File: config.mk
export PLATFORM = sky130hd
export DESIGN_NAME = ssl_frame
export DESIGN_NICKNAME = d
export VERILOG_FILES = /design/src/ssl_pkg.sv /design/src/ssl_frame.sv
export SDC_FILE = /design/constraint.sdc
export NUM_CORES = 1
export LEC_CHECK = 0
export ABC_CLOCK_PERIOD_IN_PS = 3700
export BUFFER_PORTS_ARGS = -buffer_cell sky130_fd_sc_hd__buf_2
export CORE_MARGIN = 2
export CORE_UTILIZATION = 55
export DETAILED_ROUTE_END_ITERATION = 10
export MAX_ROUTING_LAYER = met4
export PLACE_DENSITY = 0.86
export SLEW_MARGIN = 0
export SYNTH_ARGS = -nofsm -noshare
export SYNTH_HDL_FRONTEND = slang
export SYNTH_SLANG_ARGS = --single-unit
File: constraint.sdc
create_clock -name clock -period 3.7 [get_ports clock]
set_input_delay 0 -clock clock [delete_from_list [all_inputs] [get_ports clock]]
set_output_delay 0 -clock clock [all_outputs]
set_load 0.02 [all_outputs]
File: src/ssl_pkg.sv
package ssl_pkg;

   localparam int SHORT_DEPTH = 64;
   localparam int LONG_DEPTH = 1024;
   localparam int SHORT_AW = $clog2(SHORT_DEPTH);
   localparam int LONG_AW = $clog2(LONG_DEPTH);
   localparam int CLR_DEPTH = (LONG_DEPTH > SHORT_DEPTH) ? LONG_DEPTH : SHORT_DEPTH;
   localparam int CLR_AW = $clog2(CLR_DEPTH);

   localparam int BYTE_W = 8;
   localparam int ADDR_W = 10;

   typedef enum logic [2:0] {
      PH_IDLE = 3'b001,
      PH_HDR2 = 3'b010,
      PH_DATA = 3'b100
   } phase_type;

   typedef struct packed {
      logic              data;
      logic              is_long;
      logic              is_write;
      logic [ADDR_W-1:0] addr;
   } access_type;

endpackage

File: src/ssl_frame.sv
module ssl_frame (
   input  logic                   clock,
   input  logic                   reset,
   input  logic                   accept,
   input  logic [7:0]             mosi_byte,
   input  logic                   frame_start,
   output ssl_pkg::access_type    access
);

   ssl_pkg::phase_type              phase_ff, phase_in;
   logic                            is_long_ff, is_long_in;
   logic                            is_write_ff, is_write_in;
   logic [ssl_pkg::ADDR_W-1:0]      addr_ff, addr_in;

   always_comb begin
      access.data = !frame_start && (phase_ff == ssl_pkg::PH_DATA);
      access.is_long = is_long_ff;
      access.is_write = is_write_ff;
      access.addr = addr_ff;
   end

   always_comb begin
      phase_in = phase_ff;
      is_long_in = is_long_ff;
      is_write_in = is_write_ff;
      addr_in = addr_ff;
      if (frame_start) begin
         if (!mosi_byte[7]) begin
            is_long_in = 1'b0;
            addr_in = {4'b0000, mosi_byte[6:1]};
            is_write_in = mosi_byte[0];
            phase_in = ssl_pkg::PH_DATA;
         end else begin
            is_long_in = 1'b1;
            is_write_in = 1'b0;
            addr_in = {mosi_byte[6:0], 3'b000};
            phase_in = ssl_pkg::PH_HDR2;
         end
      end else begin
         unique case (phase_ff)
            ssl_pkg::PH_HDR2: begin
               addr_in = {addr_ff[9:3], mosi_byte[7:5]};
               is_write_in = mosi_byte[4];
               phase_in = ssl_pkg::PH_DATA;
            end
            ssl_pkg::PH_DATA: begin
               if (is_long_ff) begin
                  addr_in = addr_ff + 10'd1;
               end
            end
            ssl_pkg::PH_IDLE: begin
               phase_in = ssl_pkg::PH_IDLE;
            end
            default: begin
               phase_in = ssl_pkg::PH_IDLE;
            end
         endcase
      end
   end

   always_ff @(posedge clock) begin
      if (reset) begin
         phase_ff <= ssl_pkg::PH_IDLE;
         is_long_ff <= 1'b0;
         is_write_ff <= 1'b0;
         addr_ff <= '0;
      end else if (accept) begin
         phase_ff <= phase_in;
         is_long_ff <= is_long_in;
         is_write_ff <= is_write_in;
         addr_ff <= addr_in;
      end
   end

endmodule

### Word level (Yosys, flattened, before mapping)

Index checks and enable logic that the tools add are counted.

| storage, ports and cells | value |
|---|---|
| input port bits | 12 |
| output and inout bits | 13 |
| register bits after elaboration | 15 |

| operators by class | value |
|---|---|
| $add $sub $neg | 1 |
| reductions and logical operators | 11 |
| eq/ne operators | 5 |
| muxes and demuxes | 11 |

Operators with widths:

| cell | count |
|---|---|
| 2-to-1 mux 10 bit | 3 |
| one-hot mux 10 bit (2 select lines) | 1 |
| adder 10 x 1 -> 10 bit, second input constant | 1 |
| 2-to-1 mux 3 bit | 2 |
| one-hot mux 3 bit (2 select lines) | 1 |
| AND reduction 2 bit | 3 |
| nonzero test 2 bit | 3 |
| 2-to-1 mux 1 bit | 4 |
| != test 2 bit, second input constant | 2 |
| AND reduction 4 bit | 1 |
| equality test 3 x 2 -> 1 bit, second input constant | 1 |
| equality test 3 bit, second input constant | 1 |
| != test 3 bit, second input constant | 1 |
| AND reduction 3 bit | 1 |
| nonzero test 3 bit | 1 |
| logical AND 1 bit | 1 |
| logical NOT 1 bit | 1 |

### Logic depth before layout (Yosys ltp)

| logic depth | value |
|---|---|
| depth in word-level cells | 4 |
| depth in mapped cells | 6 |
| depth with buffers taken out | 5 |

### Worst setup path before layout

Ideal clock, no wire load.

| timing path | value |
|---|---|
| path type | register -> register |
| start | reg phase_ff[2] |
| end | reg addr_ff[1] (netlist bit) |
| setup time | 0.132 ns |
| clock period less this slack | 1.507 ns |
| setup slack | 2.193 ns |
| cell stages (with the launch flop) | 6 |
| buffers on the path | 1 |
| arrival | 1.375 ns |
| path through | dfxtp_1 > or3b_1 > buf_2 > mux2_1 > o211ai_1 > a21oi_1 |

| on the way | value |
|---|---|
| word-level cells in the longest chain between the ends | 3 |
| elaborated cells on any way between the ends | 7 |
| those cells by class | eq/ne (3); mux (2); reduce/logical (2) |

Ends and longest elaborated chain:

| element | RTL line | RTL |
|---|---|---|
| from (decl) | ssl_frame.sv:10 | `ssl_pkg::phase_type phase_ff, phase_in;` |
| from (signal assigned) | ssl_frame.sv:63 | `phase_ff <= ssl_pkg::PH_IDLE;` |
| from (signal assigned) | ssl_frame.sv:68 | `phase_ff <= phase_in;` |
| equality test 3 bit or equality test 3 x 2 -> 1 bit (tied branches) | ssl_frame.sv:40 | `unique case (phase_ff)` |
| != test 3 bit (no line), or another cell as far along | -- |  |
| AND reduction 3 bit (no line) or 2-to-1 mux 10 bit (tied branches) | -- |  |
| to (signal assigned) | ssl_frame.sv:71 | `addr_ff <= addr_in;` |
| to (decl) | ssl_frame.sv:13 | `logic [ssl_pkg::ADDR_W-1:0] addr_ff, addr_in;` |

Parallel ways exist; a longest one is shown, timed or not. The select of a mux whose other input is x is not followed.
A chain may end at the register's enable or synchronous reset.

### Worst setup path after layout

Same ends and word-level chain as after synthesis.

==> flow_summary.ini <==
[route]
vias = 1040
drt_wl_total_um = 2383
first_pass_iters = 4
drc = 0
drt-initial-drc-count = 33
drtAntennaViolNets = 0
wl_per_cell_um = 13.94
routed_via_density = 6.082

[cts]
clk_pin_slew_worst_paths_ps = 100
post_cts_buffers = 0
clk_latency_ps = 290
cts_resized = 0
tritoncts = built
clock_sinks = 15
cts_root_buf = clkbuf_4
ctsLongestPathBuffers = 2
cts_made_buffers = 3
htree_levels = 1
holdBufCountCts = 1

[timing]
post-route-period-util_pct = 44.36
setup-violations-final = 0
worstMarginPinSlew_ps = 422.8
fmax_mhz = 609.3
tns_ps = 0
rsz0062_at_grt = no
slew_viol_final = 0
slew_headroom_pct = 71.43
setup_ws_ps = 2059
fin_skew_ps = 8.140
min_period_ps = 1641
hold_viol = 0

[setup_path]
path_cells = or3b_1 -> mux2_1 -> o211ai_1 -> a21oi_1
crit_path_max_fanout = 8
start_kind = flop
crit_type = reg2reg
setup.worst_path.end_class = flop
cp_data_required_time_ps = 3870
arrival_ps = 1810
slowest_delay_ps = 480
cpMaxStageDelayCell = or3b_1

[pwr]
peakVddDrop_mv = 0.2009
leakagePower_nw = 0.5047
p_per_area_nw_per_um2 = 293.0
p_total_mw = 0.3329

[finish]
fill_cells = 151
num_antenna_cells = 0
syn_to_final_growth_pct = 13.50
drive_above_1_share_pct = 20.55
fin_nets = 160
layoutNonFillerInstCount = 171

[flow_run]
drv_cap = 0

[placement]
post-place-ws_ps = 2096
dp_cells = 166
gp_congestion = 0.9163
port_buffers = 24
dp_hpwl_um = 1759

[global_routing]
grt_pass1_vias = 880
antenna_found_initial = 0
grt_max_degree = 21
grt_pass1_wl_um = 3753
overflow = 0
grt_usage_pct = 25.10

[logic_synthesis]
synthTopCellsByCount = 16 x a21oi_1, 15 x dfxtp_1, 10 x o21ai_0
ys_warn_count = 0
ys_seq_elements = 15
async_flop_share_pct = 0
yosysUniqueCellTypes = 44
yosysMostFrequentCell = a21oi_1
synth.area.top_cells = dfxtp_1 30%, a21oi_1 8.0%, o21ai_0 5.0%, nand3_1 3.5%, mux2i_1 3.0%
synth_top_area_share_pct = 30.00
netlist_area_um2 = 1001
synth_fp_nets = 140
synthFlopType = dfxtp_1
synth-edff-count = 0
synth-seq-area-share_pct = 30.00
syn_inst = 127
yosysTopAreaCell = dfxtp_1
synth_area_per_cell_um2 = 7.882

[floorplanning]
initial_core_util_pct = 57.97
die_area_um2 = 2177
die-height_um = 46.66
num_io_pins = 25
core-area_um2 = 1727
dieWidth_um = 46.66
rows = 15

[min_path]
holdCritPathClass = in2reg

[status]
status = completed
worst max-delay path, delay by kind of cell (launching register included):
family / cells / cell delay [ps]
and+or+nand+nor: 1 / 480
DFF: 1 / 430
muxes: 1 / 350
AOI/OAI and AO/OA: 2 / 250
metal layers:
metal,track usage [%],part of all wire [%],routed length (µm)
met5,-,0,0
met2,38.06,47,1118
met4,10.00,1.8,42
met3,4.706,5.3,126
met1,32.78,46,1096
metrics by stage:
stage	util, %	hold slack [ps]	area, µm²
floorplan	-	168.5	1001
global placement	63.62	309.3	1099
detailed placement	63.62	316.3	1099
CTS	65.80	13.50	1136
global route	65.80	28.82	1136
finish	65.80	20.15	1136
cell usage in the layout, fill, tap and decap left out, drive strengths merged, types with 2 or more instances in the layout:
master	instances
o32ai	3
o31ai	2
mux2	2
buf	24
inv	8
and3	3
a21oi	16
nor3b	2
clkbuf	3
dfxtp	15
nor2	6
o21ai	12
a31oi	2
nor2b	2
nand3	7
mux2i	3
nand2	6
a211oi	4
nor4bb	3
path summary, 6_finish.rpt:
| kind | cells past startpoint | slack [ps] | start | end |
|---|---|---|---|---|
| worst max-delay path | 4 | 2060 | phase_ff[2] | addr_ff[1] |
| worst min-delay path | 3 | 20 | mosi_byte[4] | addr_ff[7] |
| worst max register to register | 4 | 2060 | phase_ff[2] | addr_ff[1] |
| worst min register to register | 2 | 470 | is_write_ff | is_write_ff |
logic make-up after synthesis:
logic type / count (synthesis) / share of synthesized area [%]
AOI/OAI and AO/OA: 48 / 30.63
xor gates and xnor gates: 1 / 0.8752
adders and majority gates: 1 / 1.250
buffers and inverters: 18 / 8.374
DFF: 15 / 30.00
muxes: 5 / 5.250
and+or+nand+nor: 39 / 23.63
layout make-up:
cell class                 instances  area [µm²]  share of cell area [%]
tap                               25       31.28                   2.753
clock inverter                     1       5.005                  0.4405
clock buffer                       3       22.52                   1.982
timing repair buffer              25       130.1                   11.45
sequential                        15       300.3                   26.43
inverter                           8       30.03                   2.643
multi-input combinational         94       616.8                   54.30
report_power, final:
| group | switching [mW] | leakage (nW) | internal (mW) |
|---|---|---|---|
| sequential | 0.00831 | 0.122 | 0.168 |
| combinational | 0.0359 | 0.365 | 0.0233 |
| clock | 0.0573 | 0.0177 | 0.0403 |
flip-flops by register name, summed over array words and instances, names as in the netlist:
| signal | cells |
|---|---|
| addr_ff | 10 |
| is_long_ff | 1 |
| is_write_ff | 1 |
| phase_ff | 3 |
(Power assumes the default switching activity.)
