[src/ssl_ram.sv]
module ssl_ram #(
   parameter int WIDTH = 8,
   parameter int DEPTH = 64,
   parameter int AW = $clog2(DEPTH)
) (
   input  logic             clock,
   input  logic             wr_en,
   input  logic [AW-1:0]    wr_addr,
   input  logic [WIDTH-1:0] wr_data,
   input  logic [AW-1:0]    rd_addr,
   output logic [WIDTH-1:0] rd_data
);

   logic [WIDTH-1:0] mem_ff [DEPTH];
   logic [WIDTH-1:0] rd_data_ff;

   always_ff @(posedge clock) begin
      if (wr_en) begin
         mem_ff[wr_addr] <= wr_data;
      end
      rd_data_ff <= mem_ff[rd_addr];
   end

   assign rd_data = rd_data_ff;

endmodule

[config.mk]
export PLATFORM = sky130hd
export DESIGN_NAME = ssl_ram
export DESIGN_NICKNAME = d
export VERILOG_FILES = /design/src/ssl_ram.sv
export SDC_FILE = /design/constraint.sdc
export NUM_CORES = 1
export LEC_CHECK = 0
export BUFFER_PORTS_ARGS = -buffer_cell sky130_fd_sc_hd__clkbuf_2
export CORE_ASPECT_RATIO = 0.6
export CORE_MARGIN = 4
export CORE_UTILIZATION = 32
export DETAILED_ROUTE_END_ITERATION = 8
export PLACE_DENSITY_LB_ADDON = 0.08
export SETUP_SLACK_MARGIN = 0.05
export SKIP_LAST_GASP = 1
export SLEW_MARGIN = 25
export SYNTH_ARGS = -nofsm -noshare
export SYNTH_HDL_FRONTEND = slang
export SYNTH_SLANG_ARGS = --single-unit
[constraint.sdc]
create_clock -name clock -period 1.9 [get_ports clock]
set_clock_uncertainty 0.15 [all_clocks]
set_input_delay 0.19 -clock clock [delete_from_list [all_inputs] [get_ports clock]]
set_output_delay 0.19 -clock clock [all_outputs]
set_load 0.01 [all_outputs]
# After elaboration in Yosys (flattened, before gate mapping)
# Memory sizes are Yosys's and may differ from the RTL's. A register that Yosys moved wholly into a read port is not among the register bits.
# Cells that the tools add are included.
[classes]
muxes = 2
[ops]
columns = ["cell", "n"]
rows = [
  ["1-bit 2-to-1 mux", 2],
]
[totals]
register_bits = 0
ram_bits = 512
output_inout_bits = 8
n_memories = 1
[memory_table]
columns = ["name", "words", "word_bits", "rd", "rd_ports_with_merged_regs", "write_ports", "line_no", "text"]
rows = [
  ["mem_ff", 64, 8, 1, 1, 1, "14", "logic [WIDTH-1:0] mem_ff [DEPTH];"],
]

# Depth between registers and ports, before layout
# Gate-level depths: netlist of run 1.
[logic_depth]
depth_word = 2
mapped_depth = 9
depth_no_buf = 5

# Worst setup path after synthesis of run 1
# Ideal clock, no wire load.
[synth_path]
kind = "input -> register"
startpoint = "input rd_addr[1]"
endpoint = "register rd_data_ff[3] (netlist: rd_data[3]), read port of mem_ff"
setup_time_ns = 0.128
arrival_ns = 1.730
required_ns = 1.622
slack_ns = -0.108
path_stages = 7
path_buffers = 3
path_cell_list = "buf_4 buf_2 buf_2 mux4_2 mux4_2 o21ai_1 o41ai_1"
[synth_lines]
columns = ["element", "line_no", "text"]
rows = [
  ["start, declared", "10", "input logic [AW-1:0] rd_addr,"],
  ["end, declared", "15", "logic [WIDTH-1:0] rd_data_ff;"],
]

==> results of run 1 <==
[worst max-delay path, cell delays in order (launching register included)]
cell and delay (ns):
edfxtp_1 0.35, mux4_2 0.55, mux4_2 0.51, nor2_4 0.13, nor3_1 0.06, o2bb2ai_1 0.13
[registers in the layout, summed over array words and instances, names as in the netlist]
name     cells
mem_ff     512
rd_data      8
[power by group]
part           leakage (nW)  switching, mW  internal (mW)  total (mW)
combinational          2.52          0.872          0.656        1.53
sequential             4.67         0.0506           12.7        12.7
clock                 0.771           4.22           5.46        9.68
[synth_stat cells, types with 11 or more instances]
cell type	instances	area [um2]
edfxtp_1	512	15370
nand3_1	13	65.06
nand2_1	19	71.32
nor2_1	83	311.6
mux2i_1	23	230.2
clkbuf_1	17	63.81
nor2b_1	14	87.58
mux2_2	13	146.4
buf_4	13	97.59
mux4_2	126	2838
buf_2	11	55.05
[cells by family after synthesis]
family / count (synthesis) / synth area share [%]
flip-flops: 520 / 77.03
multiplexers: 162 / 15.94
AND/OR/NAND/NOR: 153 / 3.387
AO/OA/AOI/OAI: 54 / 2.072
buffers and inverters: 51 / 1.570
[worst max path at each step]
| stage | startpoint | to | cells past startpoint |
|---|---|---|---|
| after CTS | mem_ff[21][6]$_DFFE_PP_ | rd_data[6]$_DFF_P_ | 5 |
| after floorplan | rd_addr[0] | rd_data[7]$_DFF_P_ | 7 |
| after detailed placement | rd_addr[0] | rd_data[5]$_DFF_P_ | 7 |
| after global routing | mem_ff[2][2]$_DFFE_PP_ | rd_data[2]$_DFF_P_ | 5 |
| final | mem_ff[3][2]$_DFFE_PP_ | rd_data[2]$_DFF_P_ | 5 |
| after global placement | rd_addr[0] | rd_data[0]$_DFF_P_ | 8 |
[layer usage]
layer / GRT usage, % / up-vias
li1: - / 4378
met1: 27.79 / 5441
met5: 0 / -
met4: 2.881 / 0
met3: 2.729 / 55
met2: 20.82 / 208
[through the flow]
step	hold WS [ns]	setup TNS (ns)
floorplan	0.1389	0
global placement	0.4846	-3.420
detailed placement	0.4815	-3.521
CTS	0.03383	-0.3957
global route	0.07276	-0.6464
finish	0.07612	-0.3147
[final cells by class]
cell class	instances	share of cell area [%]
sequential	520	63.35
multi-input combinational	369	18.26
timing repair buffer	222	7.776
clock buffer	69	5.776
tap	828	4.225
clock inverter	20	0.6072
antenna	1	0.01020
[placed cells by master, fill, tap and decap left out, types with 9 or more instances in the layout]
cell and n:
dlygate4sd3_1 9, clkbuf_16 53, clkinv_2 10, nor2b_1 14
nand3_1 13, clkbuf_1 13, mux4_2 126, nor2_1 78
clkbuf_2 26, buf_12 22, edfxtp_1 512, mux2i_1 23
mux2_2 9, nand2_1 18, buf_4 164
[timing repair]
item | in CTS | in global routing
hold buffers | 9 | 0
pin swaps | 6 | 2
endpoints found under the hold margin | 319 | 0
gates resized for setup | 32 | 3
setup endpoints to repair | 8 | 8
==> flow_summary.yaml, run 1 <==
outcome:
  status: "finished with violations"
  violations: "negative setup slack"
clocking:
  cts_tree: "yes"
  cts_root_buf: "clkbuf_16"
  cts_buffer_depth: 3
  cts.clk_slew.worst_paths_ns: 0.06
  clock-sinks: 520
  htreeDepth: 2
  clkLatencyLatePin_ns: 0.59
  post_cts.repair.setup_buffers: 0
  cts_made_buffers: 50
min_path:
  whs_path_depth: 3
  hold_path.class: "input pin to flop"
  hold_start: "wr_addr[1]"
  holdPathEnd: "mem_ff[49][7]$_DFFE_PP_"
power_and_ir_drop:
  peakVddDrop_v: 0.0006198
  power_mw: 23.95
  power_density_nw_per_um2: 976.7
  power.leakage_nw: 7.963
critical_path:
  start_kind: "flop"
  reg2reg_to: "rd_data[2]$_DFF_P_"
  end_kind: "flop"
  r2r_cells: 5
  rr_startpoint: "mem_ff[3][2]$_DFFE_PP_"
  worst_ep_required_time_ns: 2.22
  critPathArrivalTime_ns: 2.30
  criticalPathCategory: "flop to flop"
  critPathMaxFanout: 1
  reg2reg_slack_ns: -0.08
floorplanning:
  die_w_um: 332.1
  die_h_um: 202.5
  ios: 30
  die-area_um2: 67230
  initial_utilization_pct: 32.71
  design.core.area_um2: 61660
  fp-row-count: 70
detailed_routing:
  wl_met2_um: 21060
  antenna_left: 0
  wl_met1_um: 29850
  top_layer_used: "met4"
  drt_first_pass_iters: 5
  vias: 10080
  drc: 0
  drt-initial-drc-count: 988
  wirelength_um: 54110
  vias_per_cell: 4.969
  wl_per_cell_um: 26.67
  routed-wl-met3_um: 2460
yosys:
  synth_cell_types: 40
  syn_area_um2: 20170
  avgSynthCellArea_um2: 21.45
  yosys_warnings: 0
  syn_nets: 962
  ys_seq_elements: 520
  synth-edff-count: 512
  synthCells: 940
  yosysSeqAreaShare_pct: 77.03
  synth_top_flop_cell: "edfxtp_1"
  postSynth.asyncResetShare_pct: 0
cells_and_area:
  fill_cells: 5563
  finalNonFillerCells: 2029
  area_growth_pct: 21.60
  multi_input_comb_area_um2: 4477
  regArea_um2: 15530
  finalInstanceArea_um2: 24520
  final_core_util_pct: 39.77
  nets: 1185
  drive_gt1_share_pct: 37.00
placed_design:
  dpl_worst_slack_ns: -0.4936
  place_inst: 1930
  place_area_um2: 22700
  dp_hpwl_um: 35940
  globalplace.congestion: 0.7623
  io_buffers: 29
run:
  maxCapViolCount: 0
grt:
  grt_max_degree: 65
  grt_pass1_vias: 10140
  grt_usage_pct: 16.11
  grt_pass1_wl_um: 77800
  antenna_found_initial: 1
  grt_overflow: 0
sta:
  setup_viol: 7
  final_max_slew_viol_count: 0
  period_share_pct: 104.2
  finalHoldViolCount: 0
  slew-limit-headroom_pct: 52.25
  fin_crit_ns: 1.980
  fmax_ghz: 0.5050
  worst_pin_slew_ns: 0.7163
  setup_slack_ns: -0.08027
  rsz0062_at_grt: "true"
(Power assumes the default switching activity.)
==> inputs of run 2 (changes only) <==
--- a/config.mk
+++ b/config.mk
@@ -6,14 +6,14 @@
 export NUM_CORES = 1
 export LEC_CHECK = 0
 export BUFFER_PORTS_ARGS = -buffer_cell sky130_fd_sc_hd__clkbuf_2
-export CORE_ASPECT_RATIO = 0.6
+export CORE_ASPECT_RATIO = 1.75
 export CORE_MARGIN = 4
 export CORE_UTILIZATION = 32
 export DETAILED_ROUTE_END_ITERATION = 8
 export PLACE_DENSITY_LB_ADDON = 0.08
 export SETUP_SLACK_MARGIN = 0.05
 export SKIP_LAST_GASP = 1
-export SLEW_MARGIN = 25
+export SLEW_MARGIN = 10
 export SYNTH_ARGS = -nofsm -noshare
 export SYNTH_HDL_FRONTEND = slang
 export SYNTH_SLANG_ARGS = --single-unit
==> run 2 against run 1 <==
The flow still finishes with violations (negative setup slack). Final cell count fell by 1.6%. Design area fell by 0.58%. Sequential cell count did not move. Non-clock buffer count fell by 1. Critical path type unchanged. Core utilization fell by 0.68 points. Hold slack improved by 0.026 ns. Sequential power barely moved. Largest cell class unchanged.
==> flow_summary.yaml, run 2 (same netlist as run 1, synthesis figures left out) <==
grt:
  antenna_found_initial: 2
  grt_max_degree: 65
  grt_pass1_vias: 10890
  grt_overflow: 0
  grt_pass1_wl_um: 79270
  grt_usage_pct: 16.42
cells_and_area:
  layout_common_cells: "edfxtp_1, buf_4, mux4_2"
  final_core_util_pct: 39.09
  largest_reg_flops: 512
  nets: 1183
  regMostFlops: "mem_ff"
  finalInstanceArea_um2: 24380
  fill_cells: 5739
  area_growth_pct: 20.90
  drive_gt1_share_pct: 37.04
  regArea_um2: 15530
  final_common_cell: "edfxtp_1"
  multi_input_comb_area_um2: 4486
clocking:
  clock-sinks: 520
  cts_root_buf: "clkbuf_16"
  clkLatencyLatePin_ns: 0.58
  post_cts.repair.setup_buffers: 0
  cts.clk_slew.worst_paths_ns: 0.07
  cts_tree: "yes"
  cts_made_buffers: 49
  htreeDepth: 2
  cts_buffer_depth: 3
detailed_routing:
  vias_per_cell: 4.894
  wirelength_um: 54680
  vias: 9768
  antenna_left: 0
  drt_first_pass_iters: 5
  wl_per_cell_um: 27.39
  drt-initial-drc-count: 581
  drc: 0
critical_path:
  critPathMaxFanout: 1
  critPathArrivalTime_ns: 2.27
  start_kind: "flop"
  end_kind: "flop"
  criticalPathCategory: "flop to flop"
  worst_ep_required_time_ns: 2.20
floorplanning:
  initial_utilization_pct: 32.33
  die_h_um: 340.1
  die_w_um: 197.8
  ios: 30
  design.core.area_um2: 62370
  die-area_um2: 67260
  fp-row-count: 121
run:
  maxCapViolCount: 0
outcome:
  violations: "negative setup slack"
  status: "finished with violations"
sta:
  setup_slack_ns: -0.06359
  slew-limit-headroom_pct: 50.26
  setup_viol: 7
  final_max_slew_viol_count: 0
  period_share_pct: 103.3
  fmax_ghz: 0.5093
  worst_pin_slew_ns: 0.7461
  fin_crit_ns: 1.964
  finalHoldViolCount: 0
  rsz0062_at_grt: "true"
power_and_ir_drop:
  peakVddDrop_v: 0.0005674
  power_density_nw_per_um2: 966.5
  power_mw: 23.56
  power.leakage_nw: 7.919
placed_design:
  place_area_um2: 22700
  dp_hpwl_um: 37190
  io_buffers: 29
  globalplace.congestion: 0.7655
min_path:
  hold_path.class: "input pin to flop"
==> run 2: cell count changes in the layout (fill, tap and decap cells not counted), moves of 2 or more <==
cell | previous run | this run
o21ai_2 | 3 | 1
clkinv_1 | 6 | 12
o22ai_1 | 5 | 8
o21ai_4 | 0 | 2
buf_4 | 164 | 166
dlygate4sd3_1 | 9 | 5
clkbuf_1 | 13 | 7
clkinv_2 | 10 | 12
clkbuf_8 | 3 | 1
o22ai_2 | 2 | 0
clkbuf_16 | 53 | 49
==> run 2: critical path: stages, from the launching register on <==
cell and delay (ns):
edfxtp_1 0.37, mux4_2 0.48, mux2_2 0.28, o221a_4 0.29, nor3_4 0.16, o32ai_1 0.11
==> run 2: final timing paths <==
path / end / slack (ns) / depth (start not counted) / from
max reg2reg: rd_data[6]$_DFF_P_ / -0.06 / 5 / mem_ff[21][6]$_DFFE_PP_
min reg2reg: rd_data[4]$_DFF_P_ / 0.69 / 3 / mem_ff[27][4]$_DFFE_PP_
max: rd_data[6]$_DFF_P_ / -0.06 / 5 / mem_ff[21][6]$_DFFE_PP_
min: rd_data[7]$_DFF_P_ / 0.10 / 5 / rd_addr[3]
==> run 2: repair_timing <==
action                                  4_1_cts  5_1_grt
pin swaps                                     8        2
hold buffers                                  5        0
endpoints found under the setup margin        8        8
gates resized for setup                      26       10
endpoints found under the hold margin       128        0
==> run 2: through the flow <==
stage,instances,TNS (ns),worst slack [ns],hold WS [ns]
floorplan,940,0,0.01155,0.1389
global placement,1904,-4.984,-1.410,0.4082
detailed placement,1905,-4.261,-0.7006,0.4139
CTS,1995,-0.3976,-0.08231,0.07787
global route,1995,-0.7458,-0.1368,0.09617
finish,1996,-0.2412,-0.06359,0.1023
==> run 2: metal layers <==
layer	GRT usage, %	wire length (um)	up-vias	part of all wire [%]
met3	2.218	1535	64	2.8
li1	-	-	4359	-
met4	4.378	1341	2	2.5
met1	19.00	20530	5208	38
met2	31.40	31250	135	57
met5	0	15	-	0.027
==> run 2: where the power goes <==
group	internal, mW	switching, mW	leakage, nW
Combinational	0.654	0.850	2.52
Clock	5.12	4.22	0.729
Sequential	12.7	0.0373	4.67
Total	18.5	5.10	7.92
==> run 2: cell type report <==
type | count | area share [%]
Antenna cell | 1 | 0.01026
Tap cell | 799 | 4.100
Timing Repair Buffer | 221 | 7.734
Clock inverter | 30 | 0.9032
Multi-Input combinational cell | 369 | 18.40
Sequential cell | 520 | 63.72
Clock buffer | 56 | 5.137
==> inputs of run 3 (changes only) <==
--- a/config.mk
+++ b/config.mk
@@ -10,7 +10,8 @@
 export CORE_MARGIN = 4
 export CORE_UTILIZATION = 32
 export DETAILED_ROUTE_END_ITERATION = 8
-export PLACE_DENSITY_LB_ADDON = 0.08
+export MAX_ROUTING_LAYER = met4
+export PLACE_DENSITY = 0.57
 export SETUP_SLACK_MARGIN = 0.05
 export SKIP_LAST_GASP = 1
 export SLEW_MARGIN = 10
==> run 3 against run 2 <==
Register-to-register slack is essentially flat. Worst setup slack gained 0.0096 ns. The run still ends with negative setup slack left. Largest power group unchanged. Highest routed layer is now met4. Routed wire length shrank 11%. Clock power shrank 3.3%.
==> flow_summary.yaml, run 3 (same netlist as run 1, synthesis figures left out) <==
clocking:
  cts_made_buffers: 43
  cts.clk_slew.worst_paths_ns: 0.07
  cts_tree: "yes"
  cts_buffer_depth: 3
  htreeDepth: 2
  clock-sinks: 520
  cts_root_buf: "clkbuf_16"
  clkLatencyLatePin_ns: 0.57
power_and_ir_drop:
  power_density_nw_per_um2: 967.1
  peakVddDrop_v: 0.0005640
  power.leakage_nw: 7.681
  power_mw: 23.14
grt:
  grt_pass1_vias: 10470
  grt_pass1_wl_um: 70730
  grt_max_degree: 65
  grt_overflow: 0
  antenna_found_initial: 0
  grt_usage_pct: 14.72
cells_and_area:
  regMostFlops: "mem_ff"
  area_growth_pct: 18.64
  finalNonFillerCells: 1960
  drive_gt1_share_pct: 35.57
  final_core_util_pct: 38.36
  layout_common_cells: "edfxtp_1, buf_4, mux4_2"
  n_antenna_cell: 0
  final_common_cell: "edfxtp_1"
  largest_reg_flops: 512
  nets: 1149
sta:
  slew-limit-headroom_pct: 48.28
  rsz0062_at_grt: "true"
  fin_crit_ns: 1.954
  period_share_pct: 102.8
  final_max_slew_viol_count: 0
  fmax_ghz: 0.5118
  whs_ns: 0.06623
  setup_viol: 7
  finalHoldViolCount: 0
  setup_slack_ns: -0.05403
  worst_pin_slew_ns: 0.7758
min_path:
  hold_path.class: "input pin to flop"
  holdPathEnd: "rd_data[1]$_DFF_P_"
  whs_path_depth: 3
  hold_start: "rd_addr[4]"
detailed_routing:
  wirelength_um: 48440
  drc: 0
  wl_per_cell_um: 24.71
  drt-initial-drc-count: 768
  drt_first_pass_iters: 5
  vias: 9786
  antenna_left: 0
  vias_per_cell: 4.993
critical_path:
  crit_path_start: "mem_ff[45][0]$_DFFE_PP_"
  rr_startpoint: "mem_ff[45][0]$_DFFE_PP_"
  worstPathCellList: "mux4_2 > mux2_4 > a221oi_2 > buf_4 > o2bb2ai_2"
  cp_top_family: "multiplexers"
  critPathArrivalTime_ns: 2.26
  end_kind: "flop"
  criticalPathCategory: "flop to flop"
  reg2reg_to: "rd_data[0]$_DFF_P_"
  reg2reg_slack_ns: -0.05
  start_kind: "flop"
  worst_ep_required_time_ns: 2.20
  cpMaxStageDelayCell: "mux4_2"
  critPathMaxFanout: 1
  worstPathBufferInverterCount: 1
  critical-path-max-stage-delay_ns: 0.48
  r2r_cells: 5
floorplanning:
  fp-row-count: 121
  initial_utilization_pct: 32.33
  die_w_um: 197.8
  ios: 30
  die_h_um: 340.1
  die-area_um2: 67260
  design.core.area_um2: 62370
placed_design:
  globalplace.congestion: 0.8011
  dpl_worst_slack_ns: -0.5233
  io_buffers: 29
  dp_hpwl_um: 33270
  place_inst: 1880
outcome:
  violations: "negative setup slack"
  status: "finished with violations"
run:
  maxCapViolCount: 0
==> run 3: cell type report <==
| cell class | count | area [um2] |
|---|---|---|
| fillers | 5670 | 38450 |
| flip-flops and latches | 520 | 15530 |
| multi-input cells | 369 | 4456 |
| repair buffers | 193 | 1518 |
| clock buffers | 52 | 1152 |
| well taps | 799 | 999.7 |
| clock inverters | 27 | 265.3 |
==> run 3: layer usage <==
metal / up-vias / part of all wire (%) / GRT usage [%]
li1: 4279 / - / -
met1: 5174 / 35 / 15.61
met2: 240 / 57 / 27.49
met3: 93 / 3.0 / 1.446
met4: 0 / 4.7 / 6.316
met5: - / 0 / -
==> run 3: how the worst max path moves through the flow <==
stage	to	cells after the start
after floorplan	rd_data[7]$_DFF_P_	7
after global placement	rd_data[4]$_DFF_P_	9
after detailed placement	rd_data[6]$_DFF_P_	7
after CTS	rd_data[1]$_DFF_P_	5
after global routing	rd_data[0]$_DFF_P_	5
final	rd_data[0]$_DFF_P_	5
==> run 3: per-stage QoR <==
step           area, um2  setup TNS (ns)
2_1_floorplan      20210               0
3_3_place_gp       22360          -3.407
3_5_place_dp       22360          -3.518
4_1_cts            23900         -0.2604
5_1_grt            23930         -0.4954
6_report           23930         -0.2381
==> run 3: timing repair <==
action,CTS,global route
resized for setup,23,5
setup endpoints to repair,8,8
pin swaps,9,0
setup buffers,0,0
hold buffers,1,0
endpoints found under the hold margin,7,0
==> run 3: report_power, final <==
part / switching [mW] / internal [mW] / leakage (nW) / total, mW
logic: 0.809 / 0.588 / 2.33 / 1.40
clock network: 3.99 / 5.03 / 0.682 / 9.02
registers: 0.0363 / 12.7 / 4.67 / 12.7
==> run 3: tightest hold or removal path, cell delays in order <==
cell       delay, ns
clkbuf_2        0.26
nand2_1         0.17
o2bb2ai_2       0.11
